## config.mk

```make
export PLATFORM = sky130hd
export DESIGN_NAME = interval_reservation_table_flat
export DESIGN_NICKNAME = d
export VERILOG_FILES = /design/src/irt_pkg.sv /design/src/irt_req_if.sv /design/src/irt_rsp_if.sv /design/src/irt_store.sv /design/src/interval_reservation_table.sv /design/src/flat_wrapper.sv
export SDC_FILE = /design/constraint.sdc
export NUM_CORES = 2
export LEC_CHECK = 0
export BUFFER_PORTS_ARGS = -buffer_cell sky130_fd_sc_hd__buf_4
export CORE_MARGIN = 4
export CORE_UTILIZATION = 60
export CTS_CLUSTER_DIAMETER = 200
export DETAILED_ROUTE_END_ITERATION = 12
export GPL_ROUTABILITY_DRIVEN = 1
export PLACE_DENSITY_LB_ADDON = 0.12
export SLEW_MARGIN = 20
export SYNTH_ARGS = -nofsm -noshare
export SYNTH_HDL_FRONTEND = slang
export SYNTH_HIERARCHICAL = 1
export SYNTH_SLANG_ARGS = --single-unit
```

## constraint.sdc

```tcl
create_clock -name clk -period 7 [get_ports clk]
set_clock_uncertainty 0.1 [all_clocks]
set_input_delay 1.4 -clock clk [delete_from_list [all_inputs] [get_ports clk]]
set_output_delay 1.4 -clock clk [all_outputs]
set_load 0.05 [all_outputs]
```

## src/irt_pkg.sv

```systemverilog
package irt_pkg;

  localparam int TIME_W   = 16;
  localparam int STATUS_W = 2;
  localparam int USED_W   = 8;

  typedef logic [TIME_W-1:0]   time_t;
  typedef logic [STATUS_W-1:0] status_t;
  typedef logic [USED_W-1:0]   used_t;

  // closed interval, both ends inclusive
  typedef struct packed {
    time_t start;
    time_t finish;
  } interval_t;

  localparam status_t ST_ACCEPT  = 2'd0;
  localparam status_t ST_OVERLAP = 2'd1;
  localparam status_t ST_FULL    = 2'd2;

  function automatic logic overlaps(interval_t a, interval_t b);
    return (a.start <= b.finish) && (a.finish >= b.start);
  endfunction

endpackage

```

## src/irt_req_if.sv

```systemverilog
interface irt_req_if;
  import irt_pkg::*;

  logic  valid;
  logic  ready;
  time_t new_start;
  time_t new_finish;

  modport source (output valid, output new_start, output new_finish, input ready);
  modport sink   (input valid, input new_start, input new_finish, output ready);
endinterface

```

## src/irt_rsp_if.sv

```systemverilog
interface irt_rsp_if;
  import irt_pkg::*;

  logic    valid;
  logic    ready;
  status_t status;
  used_t   entries_used;

  modport source (output valid, output status, output entries_used, input ready);
  modport sink   (input valid, input status, input entries_used, output ready);
endinterface

```

## src/irt_store.sv

```systemverilog
module irt_store #(
  parameter int CAPACITY = 128,
  parameter int AW       = 7
) (
  input  logic               clk,
  input  logic               rst,
  input  logic               rd_en,
  input  logic [AW-1:0]      rd_addr,
  input  logic               wr_en,
  input  logic [AW-1:0]      wr_addr,
  input  irt_pkg::interval_t wr_data,
  input  irt_pkg::interval_t query,
  output logic               hit
);
  import irt_pkg::*;

  interval_t mem [CAPACITY];
  interval_t rd_data;
  logic      rd_valid;

  // one write and one registered read per cycle
  always_ff @(posedge clk) begin
    if (wr_en) begin
      mem[wr_addr] <= wr_data;
    end
    if (rd_en) begin
      rd_data <= mem[rd_addr];
    end
  end

  always_ff @(posedge clk) begin
    if (rst) begin
      rd_valid <= 1'b0;
    end else begin
      rd_valid <= rd_en;
    end
  end

  // compare the returned entry against the held request
  assign hit = rd_valid && overlaps(query, rd_data);

endmodule

```

## src/interval_reservation_table.sv

```systemverilog
// Interval reservation table: holds up to CAPACITY accepted closed intervals
// [start, finish] and admits a new request only if it overlaps none of them.
// Each request item yields exactly one result item: status 0 when the
// interval was stored, 1 when it overlaps a stored interval (checked first,
// so it wins even on a full table), 2 when it overlaps nothing but the table
// is full; entries_used is the count after the request, modulo 256. An
// inverted interval (start after finish) is tested with the same two
// comparisons and stored as given. The stored bounds sit in one single-port
// read, single-port write memory, scanned one entry per cycle. A request goes
// through these steps in order: acceptance, one read per stored entry, the
// return of the last read, and the decision with write back, which waits
// while the output register still holds an uncollected result; the result
// is offered on the cycle after the decision. Requests are handled one at a
// time; the result waits in an output register, so a new request can be
// taken while the previous result has not yet been collected. The request
// side is held off during reset. The table is empty after reset and needs
// no clearing pass: only entries below the count are read.
module interval_reservation_table #(
  parameter int CAPACITY = 128
) (
  input logic      clk,
  input logic      rst,
  irt_req_if.sink  req,
  irt_rsp_if.source rsp
);
  import irt_pkg::*;

  localparam int AW = (CAPACITY > 1) ? $clog2(CAPACITY) : 1;
  localparam int CW = $clog2(CAPACITY + 1);

  localparam logic [1:0] S_IDLE   = 2'd0;
  localparam logic [1:0] S_SCAN   = 2'd1;
  localparam logic [1:0] S_DECIDE = 2'd2;

  logic [1:0]    state;
  logic [1:0]    state_next;
  interval_t     query;           // request under test
  logic [CW-1:0] count;           // stored entries
  logic [CW-1:0] scan_idx;        // next entry to read
  logic          hit_acc;         // any overlap seen so far
  logic          store_hit;

  logic          rd_en;
  logic          wr_en;
  logic          decide_fire;
  logic          final_hit;
  logic          is_full;
  status_t       status_next;
  logic [CW-1:0] count_next;
  logic [CW+USED_W-1:0] count_ext;

  logic    out_valid;
  status_t out_status;
  used_t   out_used;

  // request side is open whenever no request is in progress and reset is low
  assign req.ready = (state == S_IDLE) && !rst;

  // issue reads while entries remain
  assign rd_en = (state == S_SCAN) && (scan_idx < count);

  // the last read returns in the final scan cycle, so by the decide cycle
  // every compare has been folded into hit_acc
  assign final_hit = hit_acc;
  assign is_full   = (count == CW'(CAPACITY));

  // decide only once the output register can take the result
  assign decide_fire = (state == S_DECIDE) && (!out_valid || rsp.ready);

  always_comb begin
    status_next = ST_ACCEPT;
    count_next  = count;
    wr_en       = 1'b0;
    if (final_hit) begin
      status_next = ST_OVERLAP;
    end else if (is_full) begin
      status_next = ST_FULL;
    end else begin
      status_next = ST_ACCEPT;
      count_next  = count + CW'(1);
      wr_en       = decide_fire;
    end
  end

  assign count_ext = {{USED_W{1'b0}}, count_next};

  always_comb begin
    state_next = state;
    unique case (state)
      S_IDLE: begin
        if (req.valid) begin
          state_next = S_SCAN;
        end
      end
      S_SCAN: begin
        if (!rd_en) begin
          state_next = S_DECIDE;
        end
      end
      S_DECIDE: begin
        if (decide_fire) begin
          state_next = S_IDLE;
        end
      end
      default: state_next = S_IDLE;
    endcase
  end

  always_ff @(posedge clk) begin
    if (rst) begin
      state     <= S_IDLE;
      count     <= '0;
      scan_idx  <= '0;
      hit_acc   <= 1'b0;
      out_valid <= 1'b0;
    end else begin
      state <= state_next;

      if (req.valid && req.ready) begin
        scan_idx <= '0;
        hit_acc  <= 1'b0;
      end else begin
        if (rd_en) begin
          scan_idx <= scan_idx + CW'(1);
        end
        if (store_hit) begin
          hit_acc <= 1'b1;
        end
      end

      if (decide_fire) begin
        count     <= count_next;
        out_valid <= 1'b1;
      end else if (rsp.ready) begin
        out_valid <= 1'b0;
      end
    end
  end

  // payload registers
  always_ff @(posedge clk) begin
    if (req.valid && req.ready) begin
      query.start  <= req.new_start;
      query.finish <= req.new_finish;
    end
    if (decide_fire) begin
      out_status <= status_next;
      out_used   <= count_ext[USED_W-1:0];
    end
  end

  irt_store #(
    .CAPACITY (CAPACITY),
    .AW       (AW)
  ) u_store (
    .clk     (clk),
    .rst     (rst),
    .rd_en   (rd_en),
    .rd_addr (scan_idx[AW-1:0]),
    .wr_en   (wr_en),
    .wr_addr (count[AW-1:0]),
    .wr_data (query),
    .query   (query),
    .hit     (store_hit)
  );

  assign rsp.valid        = out_valid;
  assign rsp.status       = out_status;
  assign rsp.entries_used = out_used;

endmodule
```

## src/flat_wrapper.sv

```systemverilog
// flat-port wrapper written by rule: the top's interface ports become plain ports
module interval_reservation_table_flat import irt_pkg::*;
#(
  parameter int CAPACITY = 128
)
  (clk, rst, req_valid, req_new_start, req_new_finish, req_ready, rsp_valid, rsp_status, rsp_entries_used, rsp_ready);
  irt_req_if req_i ();
  irt_rsp_if rsp_i ();
  input logic clk;
  input logic rst;
  input wire logic [$bits(req_i.valid)-1:0] req_valid;
  input wire logic [$bits(req_i.new_start)-1:0] req_new_start;
  input wire logic [$bits(req_i.new_finish)-1:0] req_new_finish;
  output wire logic [$bits(req_i.ready)-1:0] req_ready;
  output wire logic [$bits(rsp_i.valid)-1:0] rsp_valid;
  output wire logic [$bits(rsp_i.status)-1:0] rsp_status;
  output wire logic [$bits(rsp_i.entries_used)-1:0] rsp_entries_used;
  input wire logic [$bits(rsp_i.ready)-1:0] rsp_ready;
  assign req_i.valid = req_valid;
  assign req_i.new_start = req_new_start;
  assign req_i.new_finish = req_new_finish;
  assign req_ready = req_i.ready;
  assign rsp_valid = rsp_i.valid;
  assign rsp_status = rsp_i.status;
  assign rsp_entries_used = rsp_i.entries_used;
  assign rsp_i.ready = rsp_ready;
  interval_reservation_table #(.CAPACITY(CAPACITY)) u_core (.clk(clk), .rst(rst), .req(req_i), .rsp(rsp_i));
endmodule
```

# Yosys cells after proc, flatten, opt, wreduce, memory -nomap -nowiden
# Memories as Yosys holds them, arrays and structs flattened. A register that Yosys moved wholly into a read port is not among the register bits.
# Cells that the tools add are included.
dict set report totals {
  ramBits 4096
  inputBits 36
  regBits 63
  out_inout_bits 12
  n_memories 1
}
dict set report op_classes {
  add_sub_neg 2
  n_lt_le_gt_ge 3
  n_reduce_logical 13
  n_eq_ne 6
  n_mux 13
}
# memory depth word_bits rd rd_clocked_by_memory_dff write_ports line
set mem_list {}
lappend mem_list {u_core.u_store.mem 128 32 1 1 1 irt_store.sv:17} ;# interval_t mem [CAPACITY];
# cell count
set ops {}
lappend ops {{8-bit by 1-bit adder with 8-bit output, second input constant} 2}
lappend ops {{16-bit greater-or-equal comparator} 1}
lappend ops {{16-bit <= comparator} 1}
lappend ops {{8-bit 2-to-1 mux} 2}
lappend ops {{8-bit equality test, second input constant} 1}
lappend ops {{8-bit < comparator} 1}
lappend ops {{2-bit 2-to-1 mux} 4}
lappend ops {{1-bit logical AND} 6}
lappend ops {{1-bit 2-to-1 mux} 6}
lappend ops {{2-bit case mux with 3 select lines} 1}
lappend ops {{2-bit != test, second input constant} 2}
lappend ops {{3-bit AND reduction} 1}
lappend ops {{2-bit by 1-bit equality test with 1-bit output, second input constant} 1}
lappend ops {{2-bit equality test, second input constant} 1}
lappend ops {{1-bit logical NOT} 2}
lappend ops {{2-bit logical NOT} 1}
lappend ops {{2-bit by 1-bit != test with 1-bit output, second input constant} 1}
lappend ops {{2-bit nonzero test} 1}
lappend ops {{2-bit OR reduction} 1}
lappend ops {{1-bit logical OR} 1}

# Longest topological paths before layout
dict set report logic_depth {
  word_depth 7
  mapped_depth 11
  ltp_nobuf 10
}

# Cells and area by module
# Netlist, hierarchy kept.
# module area_per_inst_um2 cells_per_inst n_inst seq_area_each_um2
set by_module_without_submodules {}
lappend by_module_without_submodules {irt_store 158230.5 7450 1 123978.9}
lappend by_module_without_submodules {interval_reservation_table 2467.4 187 1 1661.6}

# Least setup slack after synthesis
# No wires, ideal clock.
dict set report synth_path {
  path_type {input to register}
  start {input port rsp_ready}
  end {memory u_core/u_store/mem[98][0] (netlist bit), enable pin}
  setup_time_ns 0.461
  arrival_time_ns 4.962
  stages 8
  t_required_ns 6.439
  slack_ns 1.477
  path_buffers 1
  cell_sequence {nand2b_1 > nand2b_1 > inv_1 > nand2_1 > inv_1 > clkbuf_1 > nand4_1 > nor3_1}
}
dict set report synth_between {
  elab_chain_len 6
}
# item line
set synth_lines {}
lappend synth_lines {{start: declaration} flat_wrapper.sv:18} ;# input wire logic [$bits(rsp_i.ready)-1:0] rsp_ready;
lappend synth_lines {{1-bit logical OR} interval_reservation_table.sv:68} ;# assign decide_fire = (state == S_DECIDE) && (!out_valid || rsp.ready);
lappend synth_lines {{1-bit logical AND} interval_reservation_table.sv:68}
lappend synth_lines {{net u_core.decide_fire} interval_reservation_table.sv:45} ;# logic decide_fire;
lappend synth_lines {{1-bit 2-to-1 mux} interval_reservation_table.sv:76} ;# end else if (is_full) begin
lappend synth_lines {{1-bit 2-to-1 mux} interval_reservation_table.sv:74} ;# if (final_hit) begin
lappend synth_lines {{net u_core.wr_en} interval_reservation_table.sv:44} ;# logic wr_en;
lappend synth_lines {{1-bit 2-to-1 mux} irt_store.sv:23} ;# if (wr_en) begin
lappend synth_lines {{1-bit 2-to-1 mux (implied by the code)} irt_store.sv:24} ;# mem[wr_addr] <= wr_data;
lappend synth_lines {{end: declaration} irt_store.sv:17}
# The timed path passes the listed nets, and every way through them passes these cells.

# Final worst setup path
dict set report layout_path {
  start {register u_core.scan_idx[2]}
  end {register u_core/u_store/rd_data[29] (netlist name)}
}
dict set report layout_between {
  elab_chain_len 2
}
# item line
set layout_lines {}
lappend layout_lines {{start: declaration} interval_reservation_table.sv:39} ;# logic [CW-1:0] scan_idx;
lappend layout_lines {{start signal: assignment} interval_reservation_table.sv:124} ;# scan_idx <= scan_idx + CW'(1);
lappend layout_lines {{8-bit < comparator} interval_reservation_table.sv:60} ;# assign rd_en = (state == S_SCAN) && (scan_idx < count);
lappend layout_lines {{1-bit logical AND} interval_reservation_table.sv:60}
# Parallel ways exist; a longest one is shown, timed or not.
# A chain may end at the register's enable or synchronous reset.

==> impl_metrics.env <==
export IMPL_p_switching_mw=9.95
export IMPL_ys_top_cells_by_area="edfxtp_1 (78%), mux4_2 (9.4%), mux2i_1 (5.0%), a22oi_1 (1.8%), clkbuf_1 (0.58%)"
export IMPL_ys_dominant_reg_cell="edfxtp_1"
export IMPL_syn_num_nets=7715
export IMPL_regToRegSetupSlack_ps=1610
export IMPL_grt_pass1_wl_mm=606
export IMPL_cap_violations=0
export IMPL_hold_class="flop to flop"
export IMPL_num_io_pins=48
export IMPL_fin_cells=11800
export IMPL_drt_wl_total_mm=437
export IMPL_tritoncts="built"
export IMPL_grt_max_degree=130
export IMPL_async_reset_ff_share_pct=0
export IMPL_arrival_ps=5940
export IMPL_cts_root_buf="clkbuf_16"
export IMPL_antenna_found_initial=36
export IMPL_dpl_cell_count=11100
export IMPL_initial_core_util_pct=60.5
export IMPL_internal_power_mw=40.1
export IMPL_crit_fanout=36
export IMPL_hold_ws_ps=401
export IMPL_clock_sinks=4191
export IMPL_synth_area_leader_cell="edfxtp_1"
export IMPL_vias_per_cell=6.84
export IMPL_row_count=189
export IMPL_final_cell_mix="edfxtp_1 (4170), mux2i_1 (802), mux4_2 (672), clkbuf_16 (416), a22oi_1 (384)"
export IMPL_layout_drive_gt1_share_pct=21.4
export IMPL_fmax_mhz=186
export IMPL_syn_avg_cell_area_um2=21.0
export IMPL_outcome="finished, final reports clean"
export IMPL_crit_type="flop to flop"
export IMPL_power_mw=50.1
export IMPL_yosys_register_bits=4191
export IMPL_yosys_warnings=6
export IMPL_pwr_share_clk_pct=43.5
export IMPL_tns_ps=0
export IMPL_holdBufCountCts=0
export IMPL_grt_setup_unrepaired="no"
export IMPL_portBuffers=47
export IMPL_dieArea_mm2=0.276
export IMPL_post_route_drc_count=0
export IMPL_p_sw_share_pct=19.9
export IMPL_path_clk_slew_ps=60
export IMPL_fp_dieH_um=526
export IMPL_pwr_share_comb_pct=1.5
export IMPL_grt_usage_pct=31.4
export IMPL_drt_iter0_drc=13300
export IMPL_final_common_cell="edfxtp_1"
export IMPL_cp_end_kind="flop"
export IMPL_synth_distinct_cells=52
export IMPL_ys_seq_area_share_pct=78.2
export IMPL_fin_crit_sh_pct=77.0
export IMPL_core_mm2=0.266
export IMPL_finalNetCount=8029
export IMPL_place_congestion=0.924
export IMPL_cts_setup_buffers=0
export IMPL_worst_pin_slew_ps=1400
export IMPL_cts_buffers=413
export IMPL_startpoint_type="flop"
export IMPL_syn_cell_area_mm2=0.161
export IMPL_synth_edf_count=4170
export IMPL_slew_headroom_pct=6.94
export IMPL_peakVddDrop_mv=0.332
export IMPL_clock_latency_ps=970
export IMPL_cts_resized=0
export IMPL_first_pass_iters=5
export IMPL_cts_buffer_depth=4
export IMPL_leakage_nw=54.1
export IMPL_cts_htree_levels=5
export IMPL_hold_viol_final=0
export IMPL_ant_nets=0
export IMPL_first_global_vias=78000
export IMPL_area_growth_pct=12.5
export IMPL_dieWidth_um=526
export IMPL_nFillCells=16600
export IMPL_p_seq_share_pct=55.1
export IMPL_min_period_ps=5390
export IMPL_powerDensity_mw_per_mm2=277
export IMPL_drv_slew=0
export IMPL_wire_per_inst_um=36.9
export IMPL_yosys_area_top_type_share_pct=77.9
export IMPL_vias=81000
export IMPL_finalSetupViolCount=0
export IMPL_synthCells=7637
export IMPL_grt_overflow=0
export IMPL_required_ps=7550
export IMPL_dpl_hpwl_mm=264
[power groups by stage]
stage | Combinational [mW] | Clock [mW] | Sequential [mW]
floorplan | 0.130 | 0 | 28.2
global placement | 0.703 | 0 | 28.1
detailed placement | 0.731 | 0 | 28.1
CTS | 0.730 | 22.0 | 27.6
global route | 0.754 | 23.1 | 27.5
finish | 0.738 | 21.8 | 27.6
[per-layer routing]
metal	GRT usage, %	vias up	routed length, µm
met5	0	-	23
met4	13.6	4	22600
li1	-	32600	-
met2	46.9	4997	201000
met3	6.48	790	51300
met1	45.9	42600	162000
[final cells by class]
type                       instances  area (µm²)  share of cell area [%]
antenna                           16        40.0                  0.0221
inverter                          45         174                  0.0962
multi-input combinational       2972       34100                    18.9
timing repair buffer             328        3080                    1.70
clock inverter                   264        2620                    1.45
sequential                      4191      126000                    69.5
tap                             3533        4420                    2.45
clock buffer                     493       10700                    5.92
[per-stage QoR]
step / utilization [%] / setup slack, ps / cell area (µm²)
2_1_floorplan: - / 1480 / 161000
3_3_place_gp: 62.9 / 1160 / 167000
3_5_place_dp: 62.9 / 1250 / 167000
4_1_cts: 67.9 / 1800 / 180000
5_1_grt: 68.0 / 1720 / 181000
6_report: 68.0 / 1610 / 181000
[path summary, 6_finish.rpt]
kind,startpoint,cells past startpoint,to
worst max-delay path,u_core/scan_idx[2],8,u_core/u_store/rd_data[29]
worst min-delay path,u_core/scan_idx[7],2,u_core/scan_idx[7]
worst max register to register,u_core/scan_idx[2],8,u_core/u_store/rd_data[29]
worst min register to register,u_core/scan_idx[7],2,u_core/scan_idx[7]
[synth_stat cells (all sizes together), types with 3 or more instances]
cell type,count
or3,9
nand2b,10
and3,5
nand3,149
nor2b,47
nor2,143
xnor2,9
nand2,150
a211oi,34
nor3,14
edfxtp,4170
nand4,75
inv,45
a221oi,128
o21ai,16
mux2i,802
o31ai,3
a22oi,384
mux4,672
o21a,3
ha,42
a21oi,116
and2,35
clkbuf,248
dfxtp,21
buf,181
or3b,32
a21o,9
a31oi,34
a22o,32
[logic make-up after synthesis]
family | Yosys count | share of synthesized area, %
xor gates and xnor gates | 10 | 0.0545
and+or+nand+nor | 681 | 2.13
adders and majority gates | 42 | 0.327
buffers and inverters | 474 | 1.30
muxes | 1474 | 14.4
DFF | 4191 | 78.2
AOI/OAI and AO/OA | 765 | 3.59
[worst max-delay path, stage by stage (launching register included)]
cell	delay, ps
dfxtp_4	890
buf_12	340
buf_4	400
buf_4	480
mux4_2	410
mux2i_1	310
a21oi_1	290
a221oi_1	1210
or3b_1	450
[sequential cells by signal, indices dropped and copies added (netlist names)]
signal / flops
u_core/count: 8
u_core/final_hit: 1
u_core/query: 32
u_core/rsp.entries_used: 8
u_core/rsp.status: 2
u_core/rsp.valid: 1
u_core/scan_idx: 8
u_core/state: 2
u_core/u_store/mem: 4096
u_core/u_store/rd_data: 32
u_core/u_store/rd_valid: 1
No activity file was read; power rests on OpenSTA's default activity.
